**src/rtl/hsatc_pkg.sv**
```systemverilog
`timescale 1ns / 1ps
package hsatc_pkg;

   localparam int ZOOM_W  = 5;
   localparam int COORD_W = 30;
   localparam int STAMP_W = 32;

   localparam logic [1:0] OP_PROBE = 2'd0;
   localparam logic [1:0] OP_TOUCH = 2'd1;
   localparam logic [1:0] OP_LOAD  = 2'd2;

   typedef enum logic [2:0] {
      ST_HIT    = 3'd0,
      ST_MISS   = 3'd1,
      ST_FILL   = 3'd2,
      ST_EVICT  = 3'd3,
      ST_REFUSE = 3'd4
   } status_type;

   localparam logic [31:0] HASH_ZOOM_C = 32'h9e37_79b9;
   localparam logic [31:0] HASH_COL_C  = 32'h85eb_ca6b;
   localparam logic [31:0] HASH_ROW_C  = 32'hc2b2_ae35;
   localparam logic [31:0] HASH_MIX_C  = 32'h7feb_352d;

   typedef struct packed {
      logic [ZOOM_W-1:0]  zoom;
      logic [COORD_W-1:0] col;
      logic [COORD_W-1:0] row;
      logic [STAMP_W-1:0] stamp;
   } entry_type;

endpackage

```
**src/rtl/hsatc_set_hash.sv**
```systemverilog
`timescale 1ns / 1ps
module hsatc_set_hash
   import hsatc_pkg::*;
#(
   parameter int NUM_SETS = 64,
   parameter int SET_W    = 6
) (
   input  logic               clock,
   input  logic               reset,
   input  logic               start,
   input  logic [ZOOM_W-1:0]  zoom,
   input  logic [COORD_W-1:0] tile_x,
   input  logic [COORD_W-1:0] tile_y,
   output logic               done,
   output logic [SET_W-1:0]   set_index
);

   // remainder before correction stays below twice the set count
   localparam int RW = $clog2(NUM_SETS) + 1;
   localparam logic [31:0] RECIP_C =
      (NUM_SETS > 1) ? 32'(64'h1_0000_0000 / 64'(NUM_SETS)) : 32'd0;
   localparam logic [31:0] NSETS_C = 32'(NUM_SETS);
   localparam logic [RW-1:0] NSETS_R = RW'(NUM_SETS);

   typedef enum logic [2:0] {
      H_IDLE, H_MZ, H_MX, H_MY, H_MIX, H_QEST, H_QMUL, H_FIX
   } hstate_type;

   hstate_type      state_ff, state_in;
   logic [31:0]     h_ff, h_in;
   logic [31:0]     q_ff, q_in;
   logic [RW-1:0]   r_ff, r_in;
   logic [31:0]     mul_a, mul_b;
   logic [63:0]     prod;
   logic [31:0]     t_mix;
   logic [31:0]     m_mix;
   logic [RW-1:0]   r_fix;

   // the one multiplier, shared by every multiply step of the hash and the modulo
   always_comb begin
      unique case (state_ff)
         H_MZ:    begin mul_a = 32'(zoom);   mul_b = HASH_ZOOM_C; end
         H_MX:    begin mul_a = 32'(tile_x); mul_b = HASH_COL_C;  end
         H_MY:    begin mul_a = 32'(tile_y); mul_b = HASH_ROW_C;  end
         H_MIX:   begin mul_a = h_ff;        mul_b = HASH_MIX_C;  end
         H_QEST:  begin mul_a = h_ff;        mul_b = RECIP_C;     end
         H_QMUL:  begin mul_a = q_ff;        mul_b = NSETS_C;     end
         default: begin mul_a = '0;          mul_b = '0;          end
      endcase
   end

   assign prod  = 64'(mul_a) * 64'(mul_b);
   assign t_mix = h_ff ^ prod[31:0];
   assign m_mix = prod[31:0];
   assign r_fix = (r_ff >= NSETS_R) ? (r_ff - NSETS_R) : r_ff;

   always_comb begin
      state_in = state_ff;
      h_in     = h_ff;
      q_in     = q_ff;
      r_in     = r_ff;
      unique case (state_ff)
         H_IDLE:  if (start) state_in = H_MZ;
         H_MZ:    begin h_in = prod[31:0];                  state_in = H_MX;   end
         H_MX:    begin h_in = t_mix;                       state_in = H_MY;   end
         H_MY:    begin h_in = t_mix ^ (t_mix >> 16);       state_in = H_MIX;  end
         H_MIX:   begin h_in = m_mix ^ (m_mix >> 15);       state_in = H_QEST; end
         H_QEST:  begin q_in = prod[63:32];                 state_in = H_QMUL; end
         H_QMUL:  begin r_in = RW'(h_ff - prod[31:0]);      state_in = H_FIX;  end
         H_FIX:   state_in = H_IDLE;
         default: state_in = H_IDLE;
      endcase
   end

   always_ff @(posedge clock) begin
      if (reset) begin
         state_ff <= H_IDLE;
      end else begin
         state_ff <= state_in;
      end
      h_ff <= h_in;
      q_ff <= q_in;
      r_ff <= r_in;
   end

   assign done      = (state_ff == H_FIX);
   assign set_index = SET_W'(r_fix);

endmodule

```
**config.mk**
```make
export PLATFORM = sky130hd
export DESIGN_NAME = hsatc_set_hash
export DESIGN_NICKNAME = d
export VERILOG_FILES = /design/src/rtl/hsatc_pkg.sv /design/src/rtl/hsatc_set_hash.sv
export SDC_FILE = /design/constraint.sdc
export NUM_CORES = 2
export LEC_CHECK = 0
export BUFFER_PORTS_ARGS = -buffer_cell sky130_fd_sc_hd__buf_2
export CAP_MARGIN = 0
export CELL_PAD_IN_SITES_DETAIL_PLACEMENT = 1
export CELL_PAD_IN_SITES_GLOBAL_PLACEMENT = 1
export CORE_ASPECT_RATIO = 0.8
export CORE_MARGIN = 2
export CORE_UTILIZATION = 57
export DETAILED_ROUTE_END_ITERATION = 7
export PLACE_DENSITY = 0.92
export SLEW_MARGIN = 10
export SYNTH_ARGS = -nofsm -noshare
export SYNTH_HDL_FRONTEND = slang
export SYNTH_SLANG_ARGS = --single-unit
export TNS_END_PERCENT = 10
```
**constraint.sdc**
```tcl
create_clock -name clock -period 18.6 [get_ports clock]
set_input_delay 1.86 -clock clock [delete_from_list [all_inputs] [get_ports clock]]
set_output_delay 1.86 -clock clock [all_outputs]
set_load 0.02 [all_outputs]
```
Word-level counts from Yosys, hierarchy flattened
Cells that the tools add are included.
{"block": "op_classes", "bitwise": 3, "muxes": 6, "n_eq_ne": 8, "mul": 1, "n_reduce_logical": 3, "n_addsub": 2, "magnitude_cmp": 1}
{"cell": "$pmux W32 S6", "n": 1}
{"cell": "$pmux W32 S5", "n": 1}
{"cell": "$pmux W32 S4", "n": 1}
{"cell": "$mul A32 B32 Y64", "n": 1}
{"cell": "$xor A32 B16 Y32", "n": 1}
{"cell": "$xor A32 B17 Y32", "n": 1}
{"cell": "$xor A32 B32 Y32", "n": 1}
{"cell": "$pmux W3 S8", "n": 1}
{"cell": "$eq A3 B3 Y1 const B", "n": 4}
{"cell": "$ge A7 B7 Y1 const B", "n": 1}
{"cell": "$sub A7 B7 Y7", "n": 1}
{"cell": "$eq A3 B2 Y1 const B", "n": 2}
{"cell": "$mux W6", "n": 1}
{"cell": "$sub A6 B1 Y6 const B", "n": 1}
{"cell": "$reduce_bool A4 Y1", "n": 1}
{"cell": "$eq A3 B1 Y1 const B", "n": 1}
{"cell": "$logic_not A3 Y1", "n": 1}
{"cell": "$mux W3", "n": 1}
{"cell": "$ne A2 B2 Y1 const B", "n": 1}
{"cell": "$reduce_or A2 Y1", "n": 1}
{"block": "totals", "elab_cells": 28, "reg_bits": 74, "out_inout_bits": 7}

Logic depth before layout (Yosys ltp)
{"block": "logic_depth", "depth_word": 7, "depth_mapped": 38, "ltp_nobuf": 36}

Worst setup path before layout
OpenSTA, ideal clock, no wires.
{"block": "synth_path", "path_type": "input-to-reg", "from": "input tile_y[18]", "to": "register q_ff[31], data pin", "required_time_ns": 18.340, "cell_stages": 29, "setup_ns": 0.260, "slack_ns": 8.403, "t_arrival_ns": 9.937, "path_cell_list": "mux2_2 -> nand2_1 -> inv_1 -> a221oi_1 -> nor2_1 -> a21oi_1 -> inv_1 -> fa_1 -> fa_1 -> fa_1 -> inv_1 -> fa_1 -> inv_1 -> fa_1 -> fa_1 -> inv_1 -> fa_1 -> fa_1 -> inv_1 -> ha_1 -> nand2_2 -> or4_1 -> or3_1 -> o311a_1 -> o22a_2 -> a311oi_2 -> nand2b_1 -> a221oi_2 -> xnor2_1"}
{"block": "synth_between", "elab_chain_len": 2}
{"element": "from (decl)", "line_no": "hsatc_set_hash.sv:13", "text": "input logic [COORD_W-1:0] tile_y,"}
{"element": "$pmux W32 S5", "line_no": "hsatc_set_hash.sv:41", "text": "unique case (state_ff)"}
{"element": "$mul A32 B32 Y64", "line_no": "hsatc_set_hash.sv:52", "text": "assign prod = 64'(mul_a) * 64'(mul_b);"}
{"element": "via prod[63]", "line_no": "hsatc_set_hash.sv:34", "text": "logic [63:0] prod;"}
{"element": "to (signal assigned)", "line_no": "hsatc_set_hash.sv:82", "text": "q_ff <= q_in;"}
{"element": "to (decl)", "line_no": "hsatc_set_hash.sv:31", "text": "logic [31:0] q_ff, q_in;"}
The timed path passes the listed nets, and every way through them passes these cells.
A chain may end at the register's enable or synchronous reset.

Worst setup path in the final report
{"block": "layout_path", "from": "register state_ff[1]", "to": "register q_ff[30], data pin"}
{"block": "layout_between", "elab_chain_len": 4, "word_cells_on_any_way": 10, "classes_between": "1 x mul; 6 x eq/ne; 2 x mux; 1 x reduce/logical"}
{"element": "from (decl)", "line_no": "hsatc_set_hash.sv:29", "text": "hstate_type state_ff, state_in;"}
{"element": "from (signal assigned)", "line_no": "hsatc_set_hash.sv:79", "text": "state_ff <= state_in;"}
{"element": "$eq A3 B3 Y1", "line_no": "hsatc_set_hash.sv:41"}
{"element": "$reduce_or A2 Y1 (no source line)"}
{"element": "$pmux W32 S5", "line_no": "hsatc_set_hash.sv:41"}
{"element": "$mul A32 B32 Y64 *", "line_no": "hsatc_set_hash.sv:52"}
{"element": "via prod[62]", "line_no": "hsatc_set_hash.sv:34"}
The timed path passes the listed nets; every way through them passes the cells marked *.

==> flow_summary.json <==
{
  "worstReg2RegStart": "state_ff[1]",
  "dieHeight_um": 224,
  "yosysSeqAreaShare": 0.0630,
  "status": "finished clean",
  "die_x_um": 278,
  "grt.total_usage": 0.504,
  "grt_pass1_wl_um": 217000,
  "grt_pass1_vias": 31000,
  "cp_common_cell": "fa_1",
  "pre_cts_slack_ns": 6.84,
  "cts_max_level": 3,
  "cp.arrival_ns": 12.27,
  "maxCapViolCount": 0,
  "crit_path_max_incr_delay_ns": 0.90,
  "setup_violations": 0,
  "rows": 80,
  "layout_commonest_cell": "inv_1",
  "rsz0062_at_grt": "false",
  "wl_per_cell_um": 33.9,
  "r2r_slack_ns": 6.45,
  "postCtsSetupBuffers": 0,
  "worstSetupEndpointType": "flip-flop",
  "cts.sinks": 73,
  "cts_hold_buffers": 0,
  "ff2ff_path_depth": 32,
  "path_clk_slew_ns": 0.07,
  "tightest_slew_ns": 1.11,
  "clockBufferDepth": 2,
  "finalHoldViolCount": 0,
  "multi_input_area_mm2": 0.0281,
  "numCtsBuffers": 9,
  "slowest_stage": "dfxtp_1",
  "path_max_fanout": 21,
  "nFillCells": 6716,
  "dieArea_mm2": 0.0622,
  "worstSetupStartpointType": "flip-flop",
  "grt_max_degree": 47,
  "final.period_utilization": 0.653,
  "clock_latency_ns": 0.37,
  "tns_ns": 0,
  "final_cell_mix": "inv_1 (1087), fa_1 (893), ha_1 (272), nor2_1 (253), nand2_1 (228)",
  "portBuffers": 74,
  "start_util": 0.577,
  "antenna_found_initial": 13,
  "viasPerCell": 6.29,
  "ys_types": 83,
  "synth-seq-cells": 73,
  "areaGrowthSynthToFinish_pct": 5.87,
  "core_mm2": 0.0596,
  "hold_path.startpoint": "h_ff[31]",
  "min_period_ns": 12.15,
  "wl_um": 151000,
  "drive_gt1_frac": 0.0559,
  "fin_nets": 4897,
  "crit_type": "reg -> reg",
  "vias": 28000,
  "fmax_mhz": 82.3,
  "path_buf_inv": 6,
  "dr.pass1.iters": 5,
  "synth_warnings": 0,
  "route.detailed.drc": 0,
  "cts-root-buf": "clkbuf_16",
  "whs_ns": 0.731,
  "detail_route.iter0.violations": 3889,
  "synth-edff-count": 70,
  "worstPathRequired_ns": 18.71,
  "gp_congestion": 1.11,
  "cp_top_family": "adder cells",
  "min_to": "h_ff[31]",
  "reg2reg_to": "q_ff[30]",
  "clock_skew_ns": 0.0133,
  "worst_slack_ns": 6.45,
  "hold_depth": 2,
  "ioPinCount": 75,
  "maxSlewViolCount": 0,
  "syn_area_per_cell_um2": 9.71,
  "ctsResizeCount": 0,
  "cts_tree": "built",
  "regArea_mm2": 0.00216,
  "synth_area_mm2": 0.0343,
  "synth_cells": 3538,
  "dp_hpwl_um": 134000,
  "async_flop_share": 0,
  "ys.flop_type": "edfxtp_1",
  "ant_nets": 0,
  "min_path_type": "reg -> reg",
  "max_slew_margin": 0.254,
  "grt-ovfl-total": 0
}
==> registers in the layout (all words and copies together), names as in the netlist <==
name and count:
q_ff 32, state_ff 3, r_ff 6, h_ff 32
==> how the worst max path moves through the flow <==
| stage | slack, ns | startpoint | cells past startpoint | to |
|---|---|---|---|---|
| global placement | 6.19 | tile_y[7] | 28 | q_ff[30] |
| finish | 6.45 | state_ff[1] | 32 | q_ff[30] |
| detailed placement | 6.84 | tile_y[6] | 29 | q_ff[30] |
| CTS | 6.81 | state_ff[0] | 33 | q_ff[30] |
| floorplan | 8.40 | tile_y[18] | 29 | q_ff[31] |
| global route | 6.26 | state_ff[1] | 32 | q_ff[30] |
==> area by class of cell <==
cell class	instances	share of cell area
Multi-Input combinational cell	2364	0.773
Inverter	1089	0.112
Sequential cell	73	0.0595
Tap cell	779	0.0268
Timing Repair Buffer	127	0.0210
Clock buffer	12	0.00650
Clock inverter	4	0.000620
Antenna cell	4	0.000275
==> cell usage after synthesis (29+ instances only) <==
library cell,count,area share
xor2_1,40,0.010
xnor2_1,86,0.022
a221oi_1,29,0.0074
edfxtp_1,70,0.061
nand2_1,228,0.025
a21o_1,36,0.0079
and3_1,31,0.0056
nor2_1,262,0.029
clkbuf_1,65,0.0071
o21ai_0,52,0.0076
ha_1,272,0.099
inv_1,1088,0.12
a21oi_1,99,0.014
fa_1,893,0.52
==> per-stage QoR <==
| stage | area, um^2 | std cells | util |
|---|---|---|---|
| after floorplan | 34600 | 3606 | - |
| after global placement | 36100 | 4429 | 0.605 |
| after detailed placement | 36100 | 4432 | 0.606 |
| after CTS | 36300 | 4448 | 0.610 |
| after global routing | 36300 | 4448 | 0.610 |
| final | 36400 | 4452 | 0.610 |
==> metal layers <==
layer,vias up,track usage,routed length [um]
li1,10700,-,-
met1,14500,0.644,53700
met2,2343,0.689,60400
met3,483,0.311,29300
met4,30,0.194,7320
met5,-,0,246
==> logic make-up after synthesis <==
kind of cell / after synthesis / share of synthesized area
AOI/OAI and AO/OA: 340 / 0.0675
buffers and inverters: 1169 / 0.128
xor gates and xnor gates: 130 / 0.0348
DFF: 73 / 0.0630
and+or+nand+nor: 645 / 0.0823
muxes: 14 / 0.00423
other: 2 / 0.000219
adders and majority gates: 1165 / 0.620
==> worst min-delay path, cell delays in order (launching register included) <==
cell,delay (ns)
edfxtp_1,0.39
nand2_1,0.08
xor2_1,0.14
Power is not shown: default switching activity piles up to over one toggle a cycle in this logic, so the estimate is an artifact.
